--- src/hw/rtl/pdd_pkg.sv ---
`default_nettype none

package pdd_pkg;

    // square geometry and alphabet
    localparam int SIDE    = 5;
    localparam int CELLS   = SIDE * SIDE;
    localparam int LETTERS = 26;
    localparam int LW      = 5;   // letter and cell index width
    localparam int RW      = 3;   // row and column width

    localparam logic [LW-1:0] LETTER_A    = LW'(0);
    localparam logic [LW-1:0] LETTER_I    = LW'(8);
    localparam logic [LW-1:0] LETTER_J    = LW'(9);
    localparam logic [LW-1:0] LETTER_LAST = LW'(LETTERS - 1);
    localparam logic [LW-1:0] NUM_LETTERS = LW'(LETTERS);
    localparam logic [LW-1:0] NUM_CELLS   = LW'(CELLS);

    // item modes
    localparam logic [1:0] MODE_CLEAR   = 2'd0;
    localparam logic [1:0] MODE_KEY     = 2'd1;
    localparam logic [1:0] MODE_DECRYPT = 2'd2;

    // controller to datapath commands
    typedef struct packed {
        logic clear;       // empty the square
        logic key;         // try to place the input key letter
        logic latch;       // capture the folded cipher letters
        logic fill_step;   // one step of the remaining-letter sweep
        logic rd_pos;      // read the positions of both letters
        logic rd_pos_in;   // position read addresses from the input item
        logic rd_sq;       // read the two output cells
        logic load_out;    // load the result register
    } cmd_t;

    // datapath to controller status
    typedef struct packed {
        logic complete;    // square is full
        logic fill_last;   // sweep is at the last letter
        logic dec_ok;      // both input cipher letters are letters
    } sts_t;

    // row of a cell index below 25
    function automatic logic [RW-1:0] row_of(input logic [LW-1:0] p);
        logic [RW-1:0] r;
        if (p >= LW'(4 * SIDE))      r = RW'(4);
        else if (p >= LW'(3 * SIDE)) r = RW'(3);
        else if (p >= LW'(2 * SIDE)) r = RW'(2);
        else if (p >= LW'(SIDE))     r = RW'(1);
        else                         r = RW'(0);
        return r;
    endfunction

    // cell index from row and column
    function automatic logic [LW-1:0] cell_of(input logic [RW-1:0] r, input logic [RW-1:0] c);
        return LW'({r, 2'b00}) + LW'(r) + LW'(c);
    endfunction

    // one step back with wrap
    function automatic logic [RW-1:0] dec_wrap(input logic [RW-1:0] v);
        return (v == RW'(0)) ? RW'(SIDE - 1) : v - RW'(1);
    endfunction

    // fold cipher J onto I
    function automatic logic [LW-1:0] fold_j(input logic [LW-1:0] l);
        return (l == LETTER_J) ? LETTER_I : l;
    endfunction

endpackage

`default_nettype wire

--- src/hw/rtl/pdd_ram.sv ---
`default_nettype none

module pdd_ram #(
    parameter int WIDTH = 5,
    parameter int DEPTH = 32
) (
    input  wire logic                     aclk,
    input  wire logic                     we,
    input  wire logic [$clog2(DEPTH)-1:0] waddr,
    input  wire logic [WIDTH-1:0]         wdata,
    input  wire logic                     re,
    input  wire logic [$clog2(DEPTH)-1:0] raddr0,
    input  wire logic [$clog2(DEPTH)-1:0] raddr1,
    output logic      [WIDTH-1:0]         rdata0,
    output logic      [WIDTH-1:0]         rdata1
);

    logic [WIDTH-1:0] mem [DEPTH];

    // one write port, two registered read ports
    always_ff @(posedge aclk) begin
        if (we) begin
            mem[waddr] <= wdata;
        end
        if (re) begin
            rdata0 <= mem[raddr0];
            rdata1 <= mem[raddr1];
        end
    end

endmodule

`default_nettype wire

--- src/hw/rtl/pdd_ctrl.sv ---
`default_nettype none

module pdd_ctrl (
    input  wire logic          aclk,
    input  wire logic          aresetn,
    input  wire logic          s_tvalid,
    output logic               s_tready,
    input  wire logic [1:0]    mode,
    output logic               m_tvalid,
    input  wire logic          m_tready,
    input  wire pdd_pkg::sts_t sts,
    output pdd_pkg::cmd_t      cmd
);

    localparam logic [2:0] ST_IDLE  = 3'd0;
    localparam logic [2:0] ST_FILL  = 3'd1;
    localparam logic [2:0] ST_RDPOS = 3'd2;
    localparam logic [2:0] ST_CALC  = 3'd3;
    localparam logic [2:0] ST_DONE  = 3'd4;

    logic [2:0] state_reg, state_next;
    logic       m_valid_reg, m_valid_next;
    logic       accept;

    assign s_tready = (state_reg == ST_IDLE);
    assign m_tvalid = m_valid_reg;
    assign accept   = s_tvalid && s_tready;

    // next state and commands
    always_comb begin
        state_next   = state_reg;
        m_valid_next = m_valid_reg && !m_tready;
        cmd          = '0;
        unique case (state_reg)
            ST_IDLE: begin
                if (accept) begin
                    unique case (mode)
                        pdd_pkg::MODE_CLEAR: cmd.clear = 1'b1;
                        pdd_pkg::MODE_KEY:   cmd.key   = 1'b1;
                        pdd_pkg::MODE_DECRYPT: begin
                            if (sts.dec_ok) begin
                                cmd.latch = 1'b1;
                                if (sts.complete) begin
                                    cmd.rd_pos    = 1'b1;
                                    cmd.rd_pos_in = 1'b1;
                                    state_next    = ST_CALC;
                                end else begin
                                    state_next = ST_FILL;
                                end
                            end
                        end
                        default: ;
                    endcase
                end
            end
            ST_FILL: begin
                cmd.fill_step = 1'b1;
                if (sts.fill_last) begin
                    state_next = ST_RDPOS;
                end
            end
            ST_RDPOS: begin
                cmd.rd_pos = 1'b1;
                state_next = ST_CALC;
            end
            ST_CALC: begin
                cmd.rd_sq  = 1'b1;
                state_next = ST_DONE;
            end
            ST_DONE: begin
                // wait for the result register to free up
                if (!m_valid_reg || m_tready) begin
                    cmd.load_out = 1'b1;
                    m_valid_next = 1'b1;
                    state_next   = ST_IDLE;
                end
            end
            default: state_next = ST_IDLE;
        endcase
    end

    always_ff @(posedge aclk) begin
        if (!aresetn) begin
            state_reg   <= ST_IDLE;
            m_valid_reg <= 1'b0;
        end else begin
            state_reg   <= state_next;
            m_valid_reg <= m_valid_next;
        end
    end

endmodule

`default_nettype wire

--- src/hw/rtl/pdd_datapath.sv ---
`default_nettype none

module pdd_datapath (
    input  wire logic                     aclk,
    input  wire logic                     aresetn,
    input  wire logic [pdd_pkg::LW-1:0]   in_first,
    input  wire logic [pdd_pkg::LW-1:0]   in_second,
    input  wire pdd_pkg::cmd_t            cmd,
    output pdd_pkg::sts_t                 sts,
    output logic      [pdd_pkg::LW-1:0]   plain_first,
    output logic      [pdd_pkg::LW-1:0]   plain_second
);

    localparam int LW = pdd_pkg::LW;
    localparam int RW = pdd_pkg::RW;

    logic [pdd_pkg::LETTERS-1:0] used_reg;
    logic [LW-1:0] fill_reg;
    logic          complete_reg;
    logic [LW-1:0] sweep_reg;
    logic [LW-1:0] a_reg, b_reg;
    logic [LW-1:0] out_a_reg, out_b_reg;

    logic          key_ok, fill_ok, room;
    logic          wr_en;
    logic [LW-1:0] wr_letter;
    logic [LW-1:0] pos_ra, pos_rb, pos_a, pos_b;
    logic [LW-1:0] sq_ra, sq_rb, sq_a, sq_b;
    logic [RW-1:0] ra, ca, rb, cb;

    // placement checks
    assign room    = (fill_reg < pdd_pkg::NUM_CELLS);
    assign key_ok  = !complete_reg && (in_first < pdd_pkg::NUM_LETTERS) &&
                     (in_first != pdd_pkg::LETTER_J) && !used_reg[in_first] && room;
    assign fill_ok = (sweep_reg != pdd_pkg::LETTER_J) && !used_reg[sweep_reg] && room;

    assign wr_en     = (cmd.key && key_ok) || (cmd.fill_step && fill_ok);
    assign wr_letter = cmd.key ? in_first : sweep_reg;

    // status to the controller
    assign sts.complete  = complete_reg;
    assign sts.fill_last = (sweep_reg == pdd_pkg::LETTER_LAST);
    assign sts.dec_ok    = (in_first < pdd_pkg::NUM_LETTERS) &&
                           (in_second < pdd_pkg::NUM_LETTERS);

    // key state and sweep
    always_ff @(posedge aclk) begin
        if (!aresetn) begin
            used_reg     <= '0;
            fill_reg     <= '0;
            complete_reg <= 1'b0;
            sweep_reg    <= '0;
        end else begin
            if (cmd.clear) begin
                used_reg     <= '0;
                fill_reg     <= '0;
                complete_reg <= 1'b0;
            end else if (wr_en) begin
                used_reg[wr_letter] <= 1'b1;
                fill_reg            <= fill_reg + LW'(1);
            end
            if (cmd.latch) begin
                sweep_reg <= pdd_pkg::LETTER_A;
            end else if (cmd.fill_step) begin
                sweep_reg <= sweep_reg + LW'(1);
                if (sts.fill_last) begin
                    complete_reg <= 1'b1;
                end
            end
        end
    end

    // folded cipher letters
    always_ff @(posedge aclk) begin
        if (cmd.latch) begin
            a_reg <= pdd_pkg::fold_j(in_first);
            b_reg <= pdd_pkg::fold_j(in_second);
        end
    end

    assign pos_ra = cmd.rd_pos_in ? pdd_pkg::fold_j(in_first)  : a_reg;
    assign pos_rb = cmd.rd_pos_in ? pdd_pkg::fold_j(in_second) : b_reg;

    // cell of each letter
    pdd_ram #(.WIDTH(LW), .DEPTH(pdd_pkg::LETTERS)) u_pos_ram (
        .aclk   (aclk),
        .we     (wr_en),
        .waddr  (wr_letter),
        .wdata  (fill_reg),
        .re     (cmd.rd_pos),
        .raddr0 (pos_ra),
        .raddr1 (pos_rb),
        .rdata0 (pos_a),
        .rdata1 (pos_b)
    );

    // decrypt geometry
    always_comb begin
        ra = pdd_pkg::row_of(pos_a);
        rb = pdd_pkg::row_of(pos_b);
        ca = RW'(pos_a - pdd_pkg::cell_of(ra, RW'(0)));
        cb = RW'(pos_b - pdd_pkg::cell_of(rb, RW'(0)));
        if (ra == rb) begin
            sq_ra = pdd_pkg::cell_of(ra, pdd_pkg::dec_wrap(ca));
            sq_rb = pdd_pkg::cell_of(rb, pdd_pkg::dec_wrap(cb));
        end else if (ca == cb) begin
            sq_ra = pdd_pkg::cell_of(pdd_pkg::dec_wrap(ra), ca);
            sq_rb = pdd_pkg::cell_of(pdd_pkg::dec_wrap(rb), cb);
        end else begin
            sq_ra = pdd_pkg::cell_of(ra, cb);
            sq_rb = pdd_pkg::cell_of(rb, ca);
        end
    end

    // letter in each cell
    pdd_ram #(.WIDTH(LW), .DEPTH(pdd_pkg::CELLS)) u_square_ram (
        .aclk   (aclk),
        .we     (wr_en),
        .waddr  (fill_reg),
        .wdata  (wr_letter),
        .re     (cmd.rd_sq),
        .raddr0 (sq_ra),
        .raddr1 (sq_rb),
        .rdata0 (sq_a),
        .rdata1 (sq_b)
    );

    // result register
    always_ff @(posedge aclk) begin
        if (cmd.load_out) begin
            out_a_reg <= sq_a;
            out_b_reg <= sq_b;
        end
    end

    assign plain_first  = out_a_reg;
    assign plain_second = out_b_reg;

endmodule

`default_nettype wire

--- src/hw/rtl/playfair_digraph_decrypt.sv ---
// clear/key items act on accept; a decrypt reads positions then cells into the result
// the first decrypt after loading also sweeps in unused letters and rereads positions
// no new item is taken until a decrypt loads its result; reads use registered ram ports
// synchronous active-low reset empties the key square; ram contents are not cleared
`default_nettype none

module playfair_digraph_decrypt (
    input  wire logic        aclk,
    input  wire logic        aresetn,
    input  wire logic        s_tvalid,
    output logic             s_tready,
    input  wire logic [15:0] s_tdata,   // letter_first[4:0], letter_second[9:5], zero pad
    input  wire logic [1:0]  s_tuser,   // mode[1:0]
    output logic             m_tvalid,
    input  wire logic        m_tready,
    output logic      [15:0] m_tdata    // plain_first[4:0], plain_second[9:5], zero pad
);

    localparam int LW = pdd_pkg::LW;

    pdd_pkg::cmd_t cmd;
    pdd_pkg::sts_t sts;
    logic [LW-1:0] plain_first, plain_second;

    pdd_ctrl u_ctrl (
        .aclk     (aclk),
        .aresetn  (aresetn),
        .s_tvalid (s_tvalid),
        .s_tready (s_tready),
        .mode     (s_tuser),
        .m_tvalid (m_tvalid),
        .m_tready (m_tready),
        .sts      (sts),
        .cmd      (cmd)
    );

    pdd_datapath u_datapath (
        .aclk         (aclk),
        .aresetn      (aresetn),
        .in_first     (s_tdata[LW-1:0]),
        .in_second    (s_tdata[2*LW-1:LW]),
        .cmd          (cmd),
        .sts          (sts),
        .plain_first  (plain_first),
        .plain_second (plain_second)
    );

    // pack the result
    assign m_tdata = {6'b0, plain_second, plain_first};

endmodule

`default_nettype wire
--- config.mk ---
export PLATFORM = sky130hd
export DESIGN_NAME = playfair_digraph_decrypt
export DESIGN_NICKNAME = d
export VERILOG_FILES = /design/src/hw/rtl/pdd_pkg.sv /design/src/hw/rtl/pdd_ram.sv /design/src/hw/rtl/pdd_ctrl.sv /design/src/hw/rtl/pdd_datapath.sv /design/src/hw/rtl/playfair_digraph_decrypt.sv
export SDC_FILE = /design/constraint.sdc
export NUM_CORES = 1
export LEC_CHECK = 0
export CAP_MARGIN = 20
export CORE_UTILIZATION = 60
export CTS_CLUSTER_SIZE = 24
export DETAILED_ROUTE_END_ITERATION = 10
export DONT_BUFFER_PORTS = 1
export PLACE_DENSITY = 0.76
export SLEW_MARGIN = 10
export SYNTH_ARGS = -nofsm -noshare
export SYNTH_HDL_FRONTEND = slang
export SYNTH_SLANG_ARGS = --single-unit
--- constraint.sdc ---
create_clock -name aclk -period 10.6 [get_ports aclk]
set_clock_uncertainty 0.15 [all_clocks]
set_input_delay 2.65 -clock aclk [delete_from_list [all_inputs] [get_ports aclk]]
set_output_delay 2.65 -clock aclk [all_outputs]
set_load 0.005 [all_outputs]
==> flow_summary.rst, run 1 <==
.. list-table::
   :header-rows: 1

   * - Metric
     - Value
   * - Outcome
     - completed
   * - Final hold violation count
     - 0
   * - Post-synth top flop
     - sky130_fd_sc_hd__edfxtp_1
   * - Setup repair after global routing missed its margin
     - false
   * - Share of final-layout standard cells stronger than drive strength 1
     - 12.1%
   * - Post-CTS Setup Bufs
     - 0
   * - Shortest clock period the worst path allows after layout
     - 6680 ps
   * - Crit-path slowest cell
     - sky130_fd_sc_hd__a31oi_4
   * - Post-Route Hold Slack
     - 275 ps
   * - Worst Path Arrival
     - 6740 ps
   * - Cell area after placement
     - 0.0180 mm²
   * - Routed wire per std cell
     - 24.0 µm
   * - Total gr overflow
     - 0
   * - Standard-cell rows
     - 62
   * - Max-cap violations
     - 0
   * - Actual transition at the worst max-transition pin
     - 1100 ps
   * - Remaining number of nets flagged by the antenna check after routing
     - 0
   * - Final GP Congestion
     - 0.923
   * - Mapped Area
     - 0.0176 mm²
   * - Synth warnings
     - 0
   * - Drt pass-1 iters
     - 9
   * - Clock Sinks
     - 336
   * - Final HPWL from detailed placement
     - 29.6 mm
   * - Sequential element share of the synthesized area
     - 54.9%
   * - Synth Area in Adders
     - 3.25%
   * - Pin count of the biggest net entering global routing
     - 51
   * - Post-CTS clock slew at the launch and capture registers of the worst setup and hold paths
     - 60 ps
   * - Required @ worst endpoint
     - 10,660 ps
   * - Area growth from synthesis to final layout
     - 9.00%
   * - Tot GR Track Use
     - 30.7%
   * - Critical path capture point type
     - flip-flop
   * - First DRT Iteration DRCs
     - 1,887
   * - Peak supply drop
     - 136 µV
   * - Clock tree from TritonCTS
     - yes
   * - Effective utilization at floorplan
     - 61.3%
   * - Floorplan core area
     - 0.0288 mm²
   * - Cts bufs inserted
     - 36
   * - Io pins
     - 40
   * - Avg Cell Area, Syn
     - 11.7 µm²
   * - Number of synthesized register bits
     - 336
   * - Total number of vias
     - 12.7k
   * - Highest achievable clock rate
     - 150 MHz
   * - Maximum clock path buffer count
     - 3
   * - Clk_lat worst skew
     - 510 ps
   * - Die span in y
     - 173 µm
   * - Launching element of the worst setup path
     - u_datapath.u_pos_ram.rdata0[1]$_DFFE_PP_
   * - Total of endpoints with negative setup slack in the final report
     - 0
   * - Post-cts gate resize count
     - 0
   * - Leak
     - 6.90 nW
   * - Synthesized instance count
     - 1,513
   * - H-tree level count
     - 2
   * - Number of global-route vias before repair
     - 12.5k
   * - Net count, final
     - 1,555
   * - Placed Instances
     - 1,830
   * - Number of flops mapped to enable cells by yosys
     - 295
   * - Critical-path maximum fanout
     - 31
   * - Diode count
     - 0
   * - Synthesized-area fraction occupied by and/or/nand/nor cells
     - 14.1%
   * - Unique cell type count in the Yosys netlist
     - 76
   * - Worst stage delay on the critical path
     - 910 ps
   * - Final setup TNS
     - 0 ps
   * - First-pass GRT wire length
     - 70.2 mm
   * - Share of the synthesized area in compound gates (AO/OA/AOI/OAI)
     - 10.5%
   * - Placement-stage worst setup slack
     - 3720 ps
   * - Vias per std cell
     - 6.70
   * - Share of flip-flops with an asynchronous set or reset after synthesis
     - 0%
   * - Number of antenna violations at the first check in global routing
     - 0
   * - Quantity of hold-fixing buffers added after cts
     - 0
   * - Xor/xnor share of the synthesized area
     - 1.04%
   * - Worst Min Path Start
     - u_datapath.u_square_ram.rdata1[1]$_DFFE_PP_
   * - Final setup slack of the worst path
     - 3920 ps
   * - Port Buffer Count
     - 0
   * - Launching point of the worst reg2reg path
     - u_datapath.u_pos_ram.rdata0[1]$_DFFE_PP_
   * - Final Slew Violations
     - 0
   * - Flip-flop count of the largest register after layout
     - 130
   * - CP Buf/Inv Count
     - 3
   * - Worst-path cell chain
     - or3b_2 -> a21oi_1 -> nor2_1 -> inv_1 -> ha_1 -> inv_1 -> fa_1 -> xor2_1 -> nor2_1 -> nor4b_1 -> o21ai_0 -> a31oi_4 -> buf_4 -> mux2i_1 -> a221oi_1 -> a32oi_1 -> o221ai_1
   * - Combinational family with the most area after synthesis
     - simple AND/OR/NAND/NOR gates
   * - Clock tree root driver cell
     - sky130_fd_sc_hd__clkbuf_16
   * - Multiplexer area fraction after synthesis
     - 12.8%
   * - Power Dens Cells
     - 142 mW/mm²
   * - Floorplan die width
     - 173 µm
   * - Crit share post-route
     - 63.0%
   * - Die area
     - 0.0301 mm²
   * - Kind of critical path
     - flip-flop to flip-flop
   * - Delay-heaviest family, CP
     - compound AO/OA/AOI/OAI gates
   * - Worst relative slew slack
     - 26.2%
   * - Layout Cell Area excl Fill
     - 0.0192 mm²
   * - Hold Path Class
     - flip-flop to flip-flop
   * - Final std cells w/o fill
     - 1,900
   * - DRC violations left
     - 0
   * - Final Routed Wirelength
     - 45.6 mm
   * - Kind of launch point of the worst setup path
     - flip-flop
cells in the final DEF, fill, tap and decap left out, drive strengths merged, types with 10 or more instances in the layout:
master | netlist | routed
o21ai | 22 | 22
nand3 | 56 | 56
xnor2 | 11 | 11
a311oi | 21 | 21
inv | 34 | 34
buf | 35 | 41
and3 | 19 | 19
mux2 | 22 | 22
xor2 | 10 | 10
nand2 | 238 | 238
edfxtp | 295 | 295
o211ai | 15 | 15
ha | 33 | 33
nor2 | 131 | 131
a21oi | 48 | 48
clkbuf | 71 | 51
dfxtp | 41 | 41
clkinv | 1 | 10
a21o | 11 | 11
and2 | 27 | 27
nand2b | 15 | 15
o21a | 18 | 18
mux4 | 46 | 46
nor3 | 22 | 22
a211oi | 40 | 40
nand4 | 14 | 14
a31oi | 16 | 16
mux2i | 96 | 96
worst paths after layout:
path                                                 endpoint  slack (ps)  depth (start not counted)
hold / removal           u_datapath.plain_second[1]$_DFFE_PP_         280                          0
setup reg to reg  u_datapath.u_square_ram.rdata0[2]$_DFFE_PP_        3920                         17
setup / recovery  u_datapath.u_square_ram.rdata0[2]$_DFFE_PP_        3920                         17
hold reg to reg          u_datapath.plain_second[1]$_DFFE_PP_         280                          0
synth_stat cells (19+ instances only):
library cell / count / area [µm²]
sky130_fd_sc_hd__a21oi_1: 48 / 240
sky130_fd_sc_hd__mux4_2: 46 / 1040
sky130_fd_sc_hd__dfxtp_1: 41 / 821
sky130_fd_sc_hd__a211oi_1: 40 / 300
sky130_fd_sc_hd__nor2_1: 131 / 492
sky130_fd_sc_hd__a311oi_1: 21 / 184
sky130_fd_sc_hd__nor3_1: 22 / 110
sky130_fd_sc_hd__edfxtp_1: 295 / 8860
sky130_fd_sc_hd__and2_1: 26 / 163
sky130_fd_sc_hd__buf_2: 19 / 95.1
sky130_fd_sc_hd__nand2_1: 238 / 893
sky130_fd_sc_hd__clkbuf_1: 71 / 267
sky130_fd_sc_hd__inv_1: 32 / 120
sky130_fd_sc_hd__nand3_1: 56 / 280
sky130_fd_sc_hd__mux2_2: 22 / 248
sky130_fd_sc_hd__ha_1: 33 / 413
sky130_fd_sc_hd__mux2i_1: 95 / 951
cell families after synthesis:
family,Yosys count
DFF,336
buffers and inverters,141
and+or+nand+nor,554
muxes,164
xor gates and xnor gates,21
adders and majority gates,41
other,1
AOI/OAI and AO/OA,255
final cells by class:
cell class | instances | area, µm²
inverters | 35 | 131
clock inverters | 12 | 109
flip-flops and latches | 336 | 9680
clock buffers | 50 | 1010
fillers | 2054 | 9560
well taps | 384 | 480
repair buffers | 42 | 340
multi-input cells | 1041 | 7470
where the power goes:
| part | leakage, nW | internal (mW) | switching, mW |
|---|---|---|---|
| Clock | 0.552 | 0.715 | 0.492 |
| Sequential | 3.06 | 1.44 | 0.00557 |
| Combinational | 3.29 | 0.0253 | 0.0540 |
| Total | 6.90 | 2.18 | 0.551 |
per-stage QoR:
stage / util (%) / power (mW)
6_report: 66.8 / 2.73
5_1_grt: 66.8 / 2.79
4_1_cts: 66.5 / 2.74
3_5_place_dp: 62.6 / 1.55
3_3_place_gp: 62.6 / 1.54
2_1_floorplan: - / 1.52
layer usage:
layer | part of all wire [%] | up-vias | wire [µm] | global-route usage, %
met4 | 4.9 | 0 | 2210 | 14.8
met2 | 49 | 797 | 22500 | 51.9
met3 | 9.2 | 162 | 4200 | 4.14
li1 | - | 5622 | - | -
met5 | 0 | - | 0 | 0
met1 | 37 | 6157 | 16700 | 39.2
No activity file was read; power rests on OpenSTA's default activity.
==> inputs of run 2 (changes only) <==
Settings changed: CORE_UTILIZATION 60 to 58.
Clock period 10.6 ns to 5.9 ns, I/O delays scaled along.
==> run 2 against run 1 <==
Sequential cell count is the same. Sequential share of layout area shrank 0.94 points. Sequential power grew 80%. Wire length grew 0.56%. Critical path depth grew 5. Total power grew 82%. First-iteration DRC count shrank 30%. Clock power grew 86%. Non-clock buffer count grew 27. Global-route usage shrank 1.0 points. Largest cell class unchanged. Largest power group unchanged. Highest routed layer unchanged.
==> flow_summary.rst, run 2 (same netlist as run 1, synthesis figures left out) <==
.. list-table::
   :header-rows: 1

   * - Metric
     - Value
   * - Outcome
     - completed (unchanged)
   * - Total number of vias
     - 12.5k (was 12.7k)
   * - Maximum clock path buffer count
     - 3 (unchanged)
   * - Part of the total power dissipated in sequential elements
     - 52.1% (was 52.9%)
   * - Number of antenna violations at the first check in global routing
     - 0 (unchanged)
   * - Clk_lat worst skew
     - 520 ps (was 510 ps)
   * - Power Dens Cells
     - 254 mW/mm² (was 142 mW/mm²)
   * - Port Buffer Count
     - 0 (unchanged)
   * - Final Routed Wirelength
     - 45.9 mm (was 45.6 mm)
   * - Final std cells w/o fill
     - 1,931 (was 1,900)
   * - Hold Path Class
     - flip-flop to flip-flop (unchanged)
   * - Final Slew Violations
     - 0 (unchanged)
   * - Final hold violation count
     - 0 (unchanged)
   * - Die span in y
     - 176 µm (was 173 µm)
   * - Leading cell type in the layout, fill and taps excluded
     - sky130_fd_sc_hd__edfxtp_1 (unchanged)
   * - Power spent charging and discharging nets
     - 1.01 mW (was 551 µW)
   * - Delay-heaviest family, CP
     - simple AND/OR/NAND/NOR gates (was compound AO/OA/AOI/OAI gates)
   * - Worst stage delay on the critical path
     - 490 ps (was 910 ps)
   * - Drt pass-1 iters
     - 6 (was 9)
   * - Leak
     - 7.07 nW (was 6.90 nW)
   * - Total gr overflow
     - 0 (unchanged)
   * - Worst relative slew slack
     - 26.9% (was 26.2%)
   * - Clock Power Share
     - 45.1% (was 44.2%)
   * - Final HPWL from detailed placement
     - 30.4 mm (was 29.6 mm)
   * - Clock Sinks
     - 336 (unchanged)
   * - Final GP Congestion
     - 0.942 (was 0.923)
   * - Kind of launch point of the worst setup path
     - flip-flop (unchanged)
   * - Shortest clock period the worst path allows after layout
     - 5660 ps (was 6680 ps)
   * - Commonest cells after routing, fill and taps aside
     - 295 x sky130_fd_sc_hd__edfxtp_1, 238 x sky130_fd_sc_hd__nand2_1, 131 x sky130_fd_sc_hd__nor2_1 (unchanged)
   * - Quantity of hold-fixing buffers added after cts
     - 0 (unchanged)
   * - Tot GR Track Use
     - 29.6% (was 30.7%)
   * - Actual transition at the worst max-transition pin
     - 1090 ps (was 1100 ps)
   * - Placed Instances
     - 1,862 (was 1,830)
   * - Post-CTS clock slew at the launch and capture registers of the worst setup and hold paths
     - 60 ps (about the same)
   * - Pin count of the biggest net entering global routing
     - 51 (unchanged)
   * - Power share of the combinational group
     - 2.8% (was 2.9%)
   * - First DRT Iteration DRCs
     - 1,327 (was 1,887)
   * - Peak supply drop
     - 261 µV (was 136 µV)
   * - Io pins
     - 40 (unchanged)
   * - Switching share of power
     - 20.4% (was 20.2%)
   * - Required @ worst endpoint
     - 5930 ps (was 10,660 ps)
   * - Layout Cell Area excl Fill
     - 0.0196 mm² (was 0.0192 mm²)
   * - Flip-flop count of the largest register after layout
     - 130 (unchanged)
   * - Cts bufs inserted
     - 35 (was 36)
   * - Kind of critical path
     - flip-flop to flip-flop (unchanged)
   * - Highest achievable clock rate
     - 177 MHz (was 150 MHz)
   * - Cell area after placement
     - 0.0183 mm² (was 0.0180 mm²)
   * - End-of-flow core utilization
     - 65.7% (was 66.8%)
   * - Total of endpoints with negative setup slack in the final report
     - 0 (unchanged)
   * - Most repeated library cell on the critical path
     - sky130_fd_sc_hd__inv_1
   * - Crit-path slowest cell
     - sky130_fd_sc_hd__edfxtp_1 (was sky130_fd_sc_hd__a31oi_4)
   * - Fill count
     - 2,163 (was 2,054)
   * - Diode count
     - 0 (unchanged)
   * - Worst-path cell chain
     - or3b_2 -> a21oi_1 -> nor2_1 -> inv_1 -> ha_1 -> inv_1 -> fa_1 -> nor3_1 -> nor2_1 -> ha_1 -> inv_1 -> nand3_1 -> fa_1 -> nor2b_1 -> nor3_1 -> a31oi_1 -> buf_4 -> nor2b_1 -> buf_12 -> nand3_1 -> a32oi_1 -> o221ai_1 (was or3b_2 -> a21oi_1 -> nor2_1 -> inv_1 -> ha_1 -> inv_1 -> fa_1 -> xor2_1 -> nor2_1 -> nor4b_1 -> o21ai_0 -> a31oi_4 -> buf_4 -> mux2i_1 -> a221oi_1 -> a32oi_1 -> o221ai_1)
   * - Remaining number of nets flagged by the antenna check after routing
     - 0 (unchanged)
   * - Floorplan core area
     - 0.0298 mm² (was 0.0288 mm²)
   * - First-pass GRT wire length
     - 69.1 mm (was 70.2 mm)
   * - Post-layout total power
     - 4.98 mW (was 2.73 mW)
   * - Crit share post-route
     - 95.9% (was 63.0%)
   * - Die area
     - 0.0311 mm² (was 0.0301 mm²)
   * - DRC violations left
     - 0 (unchanged)
   * - Critical path capture point type
     - flip-flop (unchanged)
   * - H-tree level count
     - 2 (unchanged)
   * - Routed wire per std cell
     - 23.8 µm (was 24.0 µm)
   * - Clock tree root driver cell
     - sky130_fd_sc_hd__clkbuf_16 (unchanged)
   * - Max-cap violations
     - 0 (unchanged)
   * - Clock tree from TritonCTS
     - yes (unchanged)
   * - Net count, final
     - 1,581 (was 1,555)
   * - Floorplan die width
     - 176 µm (was 173 µm)
   * - CP Buf/Inv Count
     - 5 (was 3)
   * - Standard-cell rows
     - 63 (was 62)
   * - Vias per std cell
     - 6.49 (was 6.70)
   * - Number of global-route vias before repair
     - 12.3k (was 12.5k)
   * - Internal power consumption
     - 3.96 mW (was 2.18 mW)
   * - Share of final-layout standard cells stronger than drive strength 1
     - 13.8% (was 12.1%)
   * - Effective utilization at floorplan
     - 59.2% (was 61.3%)
   * - Critical-path maximum fanout
     - 14 (was 31)
   * - Worst Path Arrival
     - 5690 ps (was 6740 ps)
   * - Area growth from synthesis to final layout
     - 11.1% (was 9.00%)
-- run 2: cell type report --
type,count,area (µm²),area share (%)
sequential,336,9680,49.4
multi-input combinational,1041,7480,38.2
clock inverter,18,193,0.984
inverter,35,131,0.671
timing repair buffer,69,647,3.30
clock buffer,42,965,4.93
tap,390,488,2.49
-- run 2: layer usage --
metal	global-route usage [%]	wire length, µm
met1	38.0	17600
met3	5.73	4210
met4	13.4	1850
met2	49.0	22200
met5	0	0
-- run 2: power groups by stage --
| stage | clock network (mW) | registers [mW] | logic, mW |
|---|---|---|---|
| floorplan | 0 | 2.64 | 0.0999 |
| global placement | 0 | 2.65 | 0.130 |
| detailed placement | 0 | 2.65 | 0.133 |
| CTS | 2.26 | 2.60 | 0.134 |
| global route | 2.35 | 2.60 | 0.147 |
| finish | 2.25 | 2.59 | 0.138 |
-- run 2: final timing paths --
check                                                   start                                          end  slack (ps)  cells after the start
hold reg to reg   u_datapath.u_square_ram.rdata0[4]$_DFFE_PP_          u_datapath.plain_first[4]$_DFFE_PP_         270                      0
hold / removal    u_datapath.u_square_ram.rdata0[4]$_DFFE_PP_          u_datapath.plain_first[4]$_DFFE_PP_         270                      0
setup / recovery     u_datapath.u_pos_ram.rdata0[4]$_DFFE_PP_  u_datapath.u_square_ram.rdata0[1]$_DFFE_PP_         240                     22
setup reg to reg     u_datapath.u_pos_ram.rdata0[4]$_DFFE_PP_  u_datapath.u_square_ram.rdata0[1]$_DFFE_PP_         240                     22
-- run 2: through the flow --
step | setup WS (ps) | hold WS [ps] | TNS (ps)
after floorplan | 112 | 250 | 0
after global placement | 266 | 252 | 0
after detailed placement | 166 | 262 | 0
after CTS | 121 | 276 | 0
after global routing | -5.06 | 280 | -5.06
final | 244 | 274 | 0
-- run 2: worst reg2reg max path: cells and delay by family (launching register included) --
family / cells / cell delay [ps]
fa+ha+maj: 4 / 1160
simple gates: 9 / 1760
compound gates: 4 / 1040
buf+inv: 5 / 720
flops: 1 / 490
-- run 2: repair_timing --
item / 4_1_cts / 5_1_grt
setup endpoints to repair: 0 / 5
setup buffers: 0 / 6
hold endpoints to repair: 0 / 0
resized for setup: 0 / 4
